### config.mk
export PLATFORM = sky130hd
export DESIGN_NAME = fuzzy_membership_eval_core
export DESIGN_NICKNAME = d
export VERILOG_FILES = /design/src/sv/fme_pkg.sv /design/src/sv/fuzzy_membership_eval_core.sv /design/src/sv/fme_div.sv
export SDC_FILE = /design/constraint.sdc
export NUM_CORES = 2
export LEC_CHECK = 0
export BUFFER_PORTS_ARGS = -buffer_cell sky130_fd_sc_hd__buf_2
export CAP_MARGIN = 20
export CORE_AREA = 2 2 436 438
export DETAILED_ROUTE_END_ITERATION = 12
export DIE_AREA = 0 0 438 440
export SYNTH_ARGS = -nofsm -noshare
export SYNTH_HDL_FRONTEND = slang
export SYNTH_SLANG_ARGS = --single-unit
### constraint.sdc
create_clock -name clk -period 15.6 [get_ports clk]
set_clock_uncertainty 0.2 [all_clocks]
set_input_delay 3.12 -clock clk [delete_from_list [all_inputs] [get_ports clk]]
set_output_delay 3.12 -clock clk [all_outputs]
set_load 0.005 [all_outputs]
### src/sv/fme_pkg.sv
`timescale 1ns / 1ps
// fme_pkg: shared types and constants for the fuzzy membership evaluator
// no dependencies; imported by fme_div, fuzzy_membership_eval_core and the test bench

package fme_pkg;

    localparam int DEF_VALUE_WIDTH = 16;
    localparam int PEAK_W          = 16;
    localparam int FRAC_W          = 15;
    localparam int CFG_IDX_W       = 3;

    localparam logic [PEAK_W-1:0] PEAK_ONE = PEAK_W'(32768);

    typedef enum logic [1:0] {
        SHAPE_STEP     = 2'd0,
        SHAPE_INV_STEP = 2'd1,
        SHAPE_TRIANGLE = 2'd2,
        SHAPE_TRAPEZE  = 2'd3
    } shape_mode_t;

    typedef enum logic [CFG_IDX_W-1:0] {
        REG_SHAPE_MODE  = 3'd0,
        REG_BREAK_ONE   = 3'd1,
        REG_BREAK_TWO   = 3'd2,
        REG_BREAK_THREE = 3'd3,
        REG_BREAK_FOUR  = 3'd4,
        REG_PEAK_LEVEL  = 3'd5
    } cfg_reg_t;

    // per item: take the quotient or a fixed degree
    typedef struct packed {
        logic              use_div;
        logic [PEAK_W-1:0] direct;
    } fme_ctl_t;

endpackage

### src/sv/fuzzy_membership_eval_core.sv
`timescale 1ns / 1ps
// fuzzy_membership_eval_core: top level of the fuzzy membership evaluator
// depends on fme_pkg and fme_div
//
// usage
//   input channel: crisp_value with crisp_valid / crisp_stall; one item is
//   taken at each edge with crisp_valid high and crisp_stall low
//   output channel: membership with membership_valid / membership_stall,
//   one result item per input item, in order
//   config: cfg_valid / cfg_ready write port, cfg_index selects the register
//   (shape mode, four breakpoints, peak level); cfg_ready is always high,
//   writes only while no item is in flight
//   pipeline: input register, compare stage, multiplier stage, then the
//   15-stage divider (one quotient bit a stage) and the output register;
//   throughput one item per cycle while membership_stall stays low
//   reset: clears all valid bits and loads the register defaults (step
//   shape, breakpoints zero, peak 1.0)
//   stall: a stalled output holds its item; bubbles in the pipe still fill,
//   and crisp_stall rises only when every stage holds an item

module fuzzy_membership_eval_core #(
    parameter int VALUE_WIDTH = fme_pkg::DEF_VALUE_WIDTH,
    localparam int CFG_W = (VALUE_WIDTH > fme_pkg::PEAK_W) ? VALUE_WIDTH : fme_pkg::PEAK_W
) (
    input  logic                           clk,
    input  logic                           rst_n,
    input  logic                           crisp_valid,
    output logic                           crisp_stall,
    input  logic signed [VALUE_WIDTH-1:0]  crisp_value,
    output logic                           membership_valid,
    input  logic                           membership_stall,
    output logic [fme_pkg::PEAK_W-1:0]     membership,
    input  logic                           cfg_valid,
    output logic                           cfg_ready,
    input  logic [fme_pkg::CFG_IDX_W-1:0]  cfg_index,
    input  logic [CFG_W-1:0]               cfg_data
);
    import fme_pkg::*;

    localparam int VW     = VALUE_WIDTH;
    localparam int PROD_W = PEAK_W + VW;

    shape_mode_t           shape_reg;
    logic signed [VW-1:0]  b1_reg;
    logic signed [VW-1:0]  b2_reg;
    logic signed [VW-1:0]  b3_reg;
    logic signed [VW-1:0]  b4_reg;
    logic [PEAK_W-1:0]     peak_reg;
    logic [PEAK_W-1:0]     peak_clamp;

    logic                  v1_reg;
    logic signed [VW-1:0]  x1_reg;
    logic                  v2_reg;
    logic [VW-1:0]         num2_reg;
    logic [VW-1:0]         den2_reg;
    fme_ctl_t              ctl2_reg;
    logic [VW-1:0]         num2_next;
    logic [VW-1:0]         den2_next;
    fme_ctl_t              ctl2_next;
    logic                  v3_reg;
    logic [PROD_W-1:0]     prod3_reg;
    logic [VW-1:0]         den3_reg;
    fme_ctl_t              ctl3_reg;
    logic                  vo_reg;
    logic [PEAK_W-1:0]     mem_reg;

    logic                  adv1;
    logic                  adv2;
    logic                  adv3;
    logic                  advo;
    logic                  div_stall;
    logic                  div_valid;
    logic [FRAC_W-1:0]     div_quo;
    fme_ctl_t              div_ctl;

    // configuration registers
    assign cfg_ready = 1'b1;

    always_ff @(posedge clk or negedge rst_n)
    begin
        if (!rst_n)
        begin
            shape_reg <= SHAPE_STEP;
            b1_reg    <= '0;
            b2_reg    <= '0;
            b3_reg    <= '0;
            b4_reg    <= '0;
            peak_reg  <= PEAK_ONE;
        end
        else if (cfg_valid && cfg_ready)
        begin
            unique case (cfg_index)
                REG_SHAPE_MODE:  shape_reg <= shape_mode_t'(cfg_data[1:0]);
                REG_BREAK_ONE:   b1_reg    <= cfg_data[VW-1:0];
                REG_BREAK_TWO:   b2_reg    <= cfg_data[VW-1:0];
                REG_BREAK_THREE: b3_reg    <= cfg_data[VW-1:0];
                REG_BREAK_FOUR:  b4_reg    <= cfg_data[VW-1:0];
                REG_PEAK_LEVEL:  peak_reg  <= cfg_data[PEAK_W-1:0];
                default:         ;
            endcase
        end
    end

    assign peak_clamp = (peak_reg > PEAK_ONE) ? PEAK_ONE : peak_reg;

    // handshake chain
    assign advo        = !vo_reg || !membership_stall;
    assign adv3        = !v3_reg || !div_stall;
    assign adv2        = !v2_reg || adv3;
    assign adv1        = !v1_reg || adv2;
    assign crisp_stall = !adv1;

    always_ff @(posedge clk or negedge rst_n)
    begin
        if (!rst_n)
        begin
            v1_reg <= 1'b0;
            v2_reg <= 1'b0;
            v3_reg <= 1'b0;
            vo_reg <= 1'b0;
        end
        else
        begin
            if (adv1)
            begin
                v1_reg <= crisp_valid;
            end
            if (adv2)
            begin
                v2_reg <= v1_reg;
            end
            if (adv3)
            begin
                v3_reg <= v2_reg;
            end
            if (advo)
            begin
                vo_reg <= div_valid;
            end
        end
    end

    // region decode and edge operands
    always_comb
    begin
        num2_next = '0;
        den2_next = VW'(1);
        ctl2_next = '{use_div: 1'b0, direct: '0};
        unique case (shape_reg)
            SHAPE_STEP:
            begin
                if (x1_reg <= b1_reg)
                begin
                    ctl2_next.direct = '0;
                end
                else if (x1_reg < b2_reg)
                begin
                    ctl2_next.use_div = 1'b1;
                    num2_next = x1_reg - b1_reg;
                    den2_next = b2_reg - b1_reg;
                end
                else
                begin
                    ctl2_next.direct = peak_clamp;
                end
            end
            SHAPE_INV_STEP:
            begin
                if (x1_reg <= b1_reg)
                begin
                    ctl2_next.direct = peak_clamp;
                end
                else if (x1_reg < b2_reg)
                begin
                    ctl2_next.use_div = 1'b1;
                    num2_next = b2_reg - x1_reg;
                    den2_next = b2_reg - b1_reg;
                end
                else
                begin
                    ctl2_next.direct = '0;
                end
            end
            SHAPE_TRIANGLE:
            begin
                if (x1_reg <= b1_reg)
                begin
                    ctl2_next.direct = '0;
                end
                else if (x1_reg < b2_reg)
                begin
                    ctl2_next.use_div = 1'b1;
                    num2_next = x1_reg - b1_reg;
                    den2_next = b2_reg - b1_reg;
                end
                else if (x1_reg == b2_reg)
                begin
                    ctl2_next.direct = peak_clamp;
                end
                else if (x1_reg < b3_reg)
                begin
                    ctl2_next.use_div = 1'b1;
                    num2_next = b3_reg - x1_reg;
                    den2_next = b3_reg - b2_reg;
                end
                else
                begin
                    ctl2_next.direct = '0;
                end
            end
            SHAPE_TRAPEZE:
            begin
                if (x1_reg <= b1_reg)
                begin
                    ctl2_next.direct = '0;
                end
                else if (x1_reg < b2_reg)
                begin
                    ctl2_next.use_div = 1'b1;
                    num2_next = x1_reg - b1_reg;
                    den2_next = b2_reg - b1_reg;
                end
                else if (x1_reg <= b3_reg)
                begin
                    ctl2_next.direct = peak_clamp;
                end
                else if (x1_reg < b4_reg)
                begin
                    ctl2_next.use_div = 1'b1;
                    num2_next = b4_reg - x1_reg;
                    den2_next = b4_reg - b3_reg;
                end
                else
                begin
                    ctl2_next.direct = '0;
                end
            end
            default:
            begin
                ctl2_next.direct = '0;
            end
        endcase
    end

    // payload registers
    always_ff @(posedge clk)
    begin
        if (adv1 && crisp_valid)
        begin
            x1_reg <= crisp_value;
        end
        if (adv2 && v1_reg)
        begin
            num2_reg <= num2_next;
            den2_reg <= den2_next;
            ctl2_reg <= ctl2_next;
        end
        if (adv3 && v2_reg)
        begin
            prod3_reg <= PROD_W'(peak_clamp) * PROD_W'(num2_reg);
            den3_reg  <= den2_reg;
            ctl3_reg  <= ctl2_reg;
        end
        if (advo && div_valid)
        begin
            mem_reg <= div_ctl.use_div ? PEAK_W'(div_quo) : div_ctl.direct;
        end
    end

    fme_div #(
        .VALUE_WIDTH (VALUE_WIDTH)
    ) u_div (
        .clk          (clk),
        .rst_n        (rst_n),
        .in_valid     (v3_reg),
        .in_stall     (div_stall),
        .in_dividend  (prod3_reg),
        .in_divisor   (den3_reg),
        .in_ctl       (ctl3_reg),
        .out_valid    (div_valid),
        .out_stall    (!advo),
        .out_quotient (div_quo),
        .out_ctl      (div_ctl)
    );

    assign membership_valid = vo_reg;
    assign membership       = mem_reg;

`ifndef SYNTHESIS
    a_edge_operands: assert property (@(posedge clk) disable iff (!rst_n)
        (v2_reg && ctl2_reg.use_div) |-> (den2_reg != '0 && num2_reg < den2_reg))
        else $error("edge operands out of range");

    a_divisor_nonzero: assert property (@(posedge clk) disable iff (!rst_n)
        (v3_reg && ctl3_reg.use_div) |-> (den3_reg != '0))
        else $error("zero divisor entering divider");

    a_degree_bound: assert property (@(posedge clk) disable iff (!rst_n)
        membership_valid |-> (membership <= peak_clamp))
        else $error("membership above peak level");
`endif

endmodule

### src/sv/fme_div.sv
`timescale 1ns / 1ps
// fme_div: pipelined restoring divider, one quotient bit per stage
// depends on fme_pkg; quotient is known to stay below 2**FRAC_W

module fme_div #(
    parameter int VALUE_WIDTH = fme_pkg::DEF_VALUE_WIDTH,
    localparam int PROD_W = fme_pkg::PEAK_W + VALUE_WIDTH
) (
    input  logic                          clk,
    input  logic                          rst_n,
    input  logic                          in_valid,
    output logic                          in_stall,
    input  logic [PROD_W-1:0]             in_dividend,
    input  logic [VALUE_WIDTH-1:0]        in_divisor,
    input  fme_pkg::fme_ctl_t             in_ctl,
    output logic                          out_valid,
    input  logic                          out_stall,
    output logic [fme_pkg::FRAC_W-1:0]    out_quotient,
    output fme_pkg::fme_ctl_t             out_ctl
);
    import fme_pkg::*;

    localparam int STEPS = FRAC_W;
    localparam int VW    = VALUE_WIDTH;

    logic [VW-1:0]     rem_reg [STEPS];
    logic [FRAC_W-1:0] low_reg [STEPS];
    logic [FRAC_W-1:0] quo_reg [STEPS];
    logic [VW-1:0]     den_reg [STEPS];
    fme_ctl_t          ctl_reg [STEPS];
    logic [STEPS-1:0]  vld_reg;
    logic [STEPS:0]    adv;

    assign adv[STEPS] = !out_stall;

    genvar k;
    generate
        for (k = 0; k < STEPS; k++)
        begin : g_stage
            logic              src_valid;
            logic [VW-1:0]     src_rem;
            logic [FRAC_W-1:0] src_low;
            logic [FRAC_W-1:0] src_quo;
            logic [VW-1:0]     src_den;
            fme_ctl_t          src_ctl;
            logic [VW:0]       trial;
            logic              ge;
            logic [VW-1:0]     rem_next;
            logic [FRAC_W-1:0] low_next;
            logic [FRAC_W-1:0] quo_next;

            if (k == 0)
            begin : g_first
                assign src_valid = in_valid;
                assign src_rem   = in_dividend[FRAC_W+VW-1:FRAC_W];
                assign src_low   = in_dividend[FRAC_W-1:0];
                assign src_quo   = '0;
                assign src_den   = in_divisor;
                assign src_ctl   = in_ctl;
            end
            else
            begin : g_next
                assign src_valid = vld_reg[k-1];
                assign src_rem   = rem_reg[k-1];
                assign src_low   = low_reg[k-1];
                assign src_quo   = quo_reg[k-1];
                assign src_den   = den_reg[k-1];
                assign src_ctl   = ctl_reg[k-1];
            end

            always_comb
            begin
                trial    = {src_rem, src_low[FRAC_W-1]};
                ge       = trial >= {1'b0, src_den};
                rem_next = ge ? VW'(trial - {1'b0, src_den}) : trial[VW-1:0];
                low_next = {src_low[FRAC_W-2:0], 1'b0};
                quo_next = {src_quo[FRAC_W-2:0], ge};
            end

            assign adv[k] = !vld_reg[k] || adv[k+1];

            always_ff @(posedge clk or negedge rst_n)
            begin
                if (!rst_n)
                begin
                    vld_reg[k] <= 1'b0;
                end
                else if (adv[k])
                begin
                    vld_reg[k] <= src_valid;
                end
            end

            always_ff @(posedge clk)
            begin
                if (adv[k] && src_valid)
                begin
                    rem_reg[k] <= rem_next;
                    low_reg[k] <= low_next;
                    quo_reg[k] <= quo_next;
                    den_reg[k] <= src_den;
                    ctl_reg[k] <= src_ctl;
                end
            end
        end
    endgenerate

    assign in_stall     = !adv[0];
    assign out_valid    = vld_reg[STEPS-1];
    assign out_quotient = quo_reg[STEPS-1];
    assign out_ctl      = ctl_reg[STEPS-1];

endmodule

---- Yosys cells after proc, flatten, opt, wreduce, memory -nomap -nowiden ----
Memory sizes are Yosys's and may differ from the RTL's.
Cells that the tools add are included.
word-level totals
  bits in registers ....................... 246
  bits in latches ......................... 0
  RAM bits ................................ 1170
  memory bits (read-only) ................. 0
  input bits .............................. 40
  logic and storage cells ................. 253
  memories ................................ 5
memories
  memory         words  width  read ports  clocked after memory_dff  wr ports  RTL line       source
  u_div.ctl_reg  15     17     15          0                         15        fme_div.sv:30  fme_ctl_t ctl_reg [STEPS];
  u_div.den_reg  15     16     14          0                         15        fme_div.sv:29  logic [VW-1:0] den_reg [STEPS];
  u_div.rem_reg  15     16     14          0                         15        fme_div.sv:26  logic [VW-1:0] rem_reg [STEPS];
  u_div.quo_reg  15     15     15          0                         15        fme_div.sv:28  logic [FRAC_W-1:0] quo_reg [STEPS];
  u_div.low_reg  15     14     14          0                         15        fme_div.sv:27  logic [FRAC_W-1:0] low_reg [STEPS];
cells by class
  add/sub/neg operators ................... 22
  $mul .................................... 1
  divide/modulo/power cells ............... 0
  magnitude comparators ................... 21
  equal/unequal tests ..................... 9
  shifts and indexed selects .............. 0
  mux-type cells .......................... 91
  bitwise operators ....................... 0
  reduce and logical (&&, ||, !) cells .... 68
operators by type and width
  operator                count
  $mux W16                47
  $sub A16 B16 Y16        22
  $ge A17 B16 Y1          15
  $pmux W17 S4            1
  $pmux W16 S4            1
  $lt A16 B16 Y1          3
  $pmux W16 S3            1
  $mux W1                 40
  $le A16 B16 Y1          2
  $mul A16 B16 Y31        1
  $logic_not A1 Y1        21
  $logic_and A1 B1 Y1     19
  $logic_or A1 B1 Y1      19
  $eq A16 B16 Y1          1
  $gt A16 B16 Y1 const B  1
  $mux W15                1
  $reduce_and A2 Y1       6
  $eq A3 B2 Y1 const B    2
  $eq A3 B3 Y1 const B    2
  $eq A2 B2 Y1 const B    2
  $eq A3 B1 Y1 const B    1
  $logic_not A3 Y1        1
  $eq A2 B1 Y1 const B    1
  $logic_not A2 Y1        1
  $reduce_or A2 Y1        1

---- Logic depth before layout (Yosys ltp) ----
  word-level depth ........................ 21
  mapped depth ............................ 27
  mapped depth without buffers ............ 25

---- Modules after synthesis ----
Synthesis repeated with hierarchy kept, for this count alone.
unflattened totals
  cell total of the unflattened synthesis .. 5330
  area, all modules ....................... 64799.6 um^2
modules (own cells, without submodules)
  module                      instances  cells each  area each (um^2)
  fme_div                     1          3065        42414.4
  fuzzy_membership_eval_core  1          2265        22385.2

---- Worst setup path after synthesis ----
OpenSTA, ideal clock, no wires.
  path kind ............................... input to register
  start point ............................. input port membership_stall
  end point ............................... memory u_div.ctl_reg[2][0] in the netlist's numbering, enable pin
  arrival time ............................ 8.429 ns
  data required time ...................... 14.816 ns
  setup slack ............................. 6.387 ns
  stages on the path ...................... 5
  buffers on the path ..................... 0
  cells stage by stage .................... nand4_1 nor2_1 and2_0 and3_1 a21boi_0
RTL lines
  item                RTL line                          source
  start: declaration  fuzzy_membership_eval_core.sv:31  input logic membership_stall,
  end: declaration    fme_div.sv:30

---- Worst setup path after layout ----
  start point ............................. input port membership_stall
  end point ............................... output port crisp_stall
between the ends
  word-level cells in the longest chain between the ends .. 21
ends and longest elaborated chain
  item                              RTL line                           source
  $logic_not A1 Y1                  fuzzy_membership_eval_core.sv:107  assign advo = !vo_reg || !membership_stall;
  $logic_or A1 B1 Y1                fuzzy_membership_eval_core.sv:107
  $logic_or A1 B1 Y1 (15 in a row)  fme_div.sv:80                      assign adv[k] = !vld_reg[k] || adv[k+1];
  $logic_or A1 B1 Y1                fuzzy_membership_eval_core.sv:108  assign adv3 = !v3_reg || !div_stall;
  $logic_or A1 B1 Y1                fuzzy_membership_eval_core.sv:109  assign adv2 = !v2_reg || adv3;
  $logic_or A1 B1 Y1                fuzzy_membership_eval_core.sv:110  assign adv1 = !v1_reg || adv2;
  $logic_not A1 Y1                  fuzzy_membership_eval_core.sv:111  assign crisp_stall = !adv1;
  end: declaration                  fuzzy_membership_eval_core.sv:28   output logic crisp_stall,
Every way passes these cells.

==> out/metrics.cfg <==
[run_status]
status = finished clean

[die]
die_x_um = 438
die-area_um2 = 192700
io_pins = 59
coreArea_um2 = 188600
row_count = 160
start_util = 0.3470
die_y_um = 440

[clock_tree]
cts_setup_buffers = 0
cts_tree = built
worstSkewPairLatency_ns = 0.76
clk_path_buf_depth = 3
clkSlewWorstSetupHoldPaths_ns = 0.06
cts_hold_buffers = 0
cts_root_buf = clkbuf_16
cts_resized = 0
cts_max_level = 3
clock-sinks = 1174
cts_buffers = 121

[grt]
grt_max_degree = 65
grt_pass1_vias = 40730
grt.total_usage = 0.1544
antenna_found_initial = 2
overflow = 0
grt_first_pass_wirelength_um = 232800

[route]
drtAntennaViolNets = 0
dr_total_vias = 40590
avgViaCountPerCell = 5.056
wl_per_cell_um = 18.80
first_pass_iters = 5
drc = 0
drt_iter0_drc = 2589
drt-total-wl_um = 150900

[critical_path]
cp_data_required_time_ns = 12.28
worstPathCellList = buf_2 > nand4_1 > nor2_1 > and2_0 > and3_1 > and3_1 > and3_1 > nand3_1 > inv_1 > buf_2
reg2reg_to = prod3_reg[29]
cp_slowest_cell = and2_0
cp_common_cell = and3_1
arrival_ns = 5.32
worstReg2RegStart = peak_reg[3]
path_class = in -> out
start_kind = primary input
critPathMaxFanout = 6
reg2reg_depth = 24
critical_path.max_stage_delay_ns = 0.41
rrSetupSlack_ns = 7.74
endpoint_kind = primary output

[yosys]
synthFlopType = edfxtp_1
yosysSeqAreaShare = 0.5310
synth_edf_count = 1073
syn_area_per_cell_um2 = 12.33
syn_inst = 5305
async_reset_ff_frac = 0.08603
syn_nets = 6008
synth-seq-cells = 1174
ys_types = 97
ys_warn_count = 0
syn-cell-area_um2 = 65440

[placement]
portBuffers = 57
dp_hpwl_um = 112200
place_inst = 7803
gp_congestion = 0.9366

[timing]
finalCritPeriodShare = 0.5538
hold_slack_ns = 0.1187
rsz0062_at_grt = false
slew_violations = 0
tightest_slew_ns = 1.142
max_freq_ghz = 0.1158
slew-limit-headroom = 0.2363
hold_viol = 0
setup_viol = 0
finalCriticalPeriod_ns = 8.639
tns_ns = 0

[run]
max_cap_viol_count = 0

[power]
p_per_area_nw_per_um2 = 223.9
ir_drop_v = 0.0003360
p_leak_nw = 29.12

[cells_and_area]
drive_gt1_frac = 0.1066
largest_reg_flops = 255
finalNonFillerCells = 8027
finalNetCount = 6118
area_growth_pct = 11.24
fill_cells = 18050

[worst_hold_path]
holdPathStages = 0
holdPathEnd = u_div.low_reg[0][12]
hold_class = reg -> reg
worstHoldStart = prod3_reg[12]

-- Yosys cell counts (109+ instances only) --
| cell | number | area share |
|---|---|---|
| ha_1 | 449 | 0.086 |
| nor3_1 | 147 | 0.011 |
| nand2_1 | 329 | 0.019 |
| inv_1 | 631 | 0.036 |
| mux2_2 | 210 | 0.036 |
| nor2_1 | 214 | 0.012 |
| and2_1 | 109 | 0.010 |
| o21ai_0 | 178 | 0.014 |
| fa_1 | 214 | 0.065 |
| a21oi_1 | 255 | 0.020 |
| edfxtp_1 | 1073 | 0.49 |
| xnor2_1 | 183 | 0.024 |
-- worst max-delay path, delay by kind of cell --
family | cells | cell delay (ns)
buf+inv | 3 | 0.28
simple gates | 7 | 1.91
-- cells by family (layout without fill, tap and decap cells) --
group	count (synthesis)	count (layout)	share of synthesized area
AND/OR/NAND/NOR	1308	1308	0.1026
flip-flops	1174	1174	0.5310
AO/OA/AOI/OAI	897	897	0.09090
buffers and inverters	740	949	0.04455
adder cells (fa/ha/maj)	663	663	0.1513
multiplexers	272	272	0.04606
XOR/XNOR	250	250	0.03346
other	1	3	0.00005731
-- where the power goes --
part	switching, mW	internal (mW)	leakage (nW)	total, mW
combinational	4.65	3.50	15.5	8.15
clock	1.26	1.65	1.91	2.92
sequential	0.507	4.72	11.7	5.23
-- metrics by stage --
stage	instance area [um2]	total power [mW]	setup slack, ns	util
finish	72790	16.30	6.961	0.3860
global route	72780	17.55	6.725	0.3860
CTS	72780	16.46	6.965	0.3860
detailed placement	68750	13.44	6.987	0.3646
global placement	68730	13.32	7.053	0.3645
floorplan	65440	11.27	6.387	-
-- worst max-delay path by stage --
stage	startpoint	endpoint	cells after the start
4_1_cts	membership_stall	crisp_stall	10
3_5_place_dp	membership_stall	crisp_stall	10
6_report	membership_stall	crisp_stall	10
5_1_grt	membership_stall	crisp_stall	10
2_1_floorplan	membership_stall	u_div.ctl_reg[2][0]	5
3_3_place_gp	membership_stall	crisp_stall	10
-- area by class of cell --
cell class / instances / area (um2) / share of cell area
clock buffer: 144 / 3114 / 0.04278
tap: 2511 / 3142 / 0.04316
clock inverter: 78 / 920.9 / 0.01265
inverter: 632 / 2372 / 0.03259
multi-input combinational: 3391 / 27910 / 0.3834
timing repair buffer: 95 / 578.1 / 0.007941
antenna: 2 / 5.005 / 0.00006876
sequential: 1174 / 34750 / 0.4774
-- cell usage in the layout (no fill, tap or decap), types with 64 or more instances in the layout --
master,count
a21o_1,64
a21oi_1,255
and2_1,100
clkbuf_16,121
dfrtp_1,100
edfxtp_1,1073
fa_1,214
ha_1,449
inv_1,631
mux2_2,210
nand2_1,329
nand4_1,103
nor2_1,214
nor2b_1,93
nor3_1,146
o21ai_0,178
xnor2_1,183
xor2_1,67
-- routing by layer --
layer	up-vias	global-route usage	part of all wire
met5	-	0	0
met4	0	0.04778	0.030
met3	246	0.01997	0.042
met2	871	0.2707	0.50
met1	20100	0.1977	0.43
li1	19370	-	-
Power figures use the tool's default switching activity.
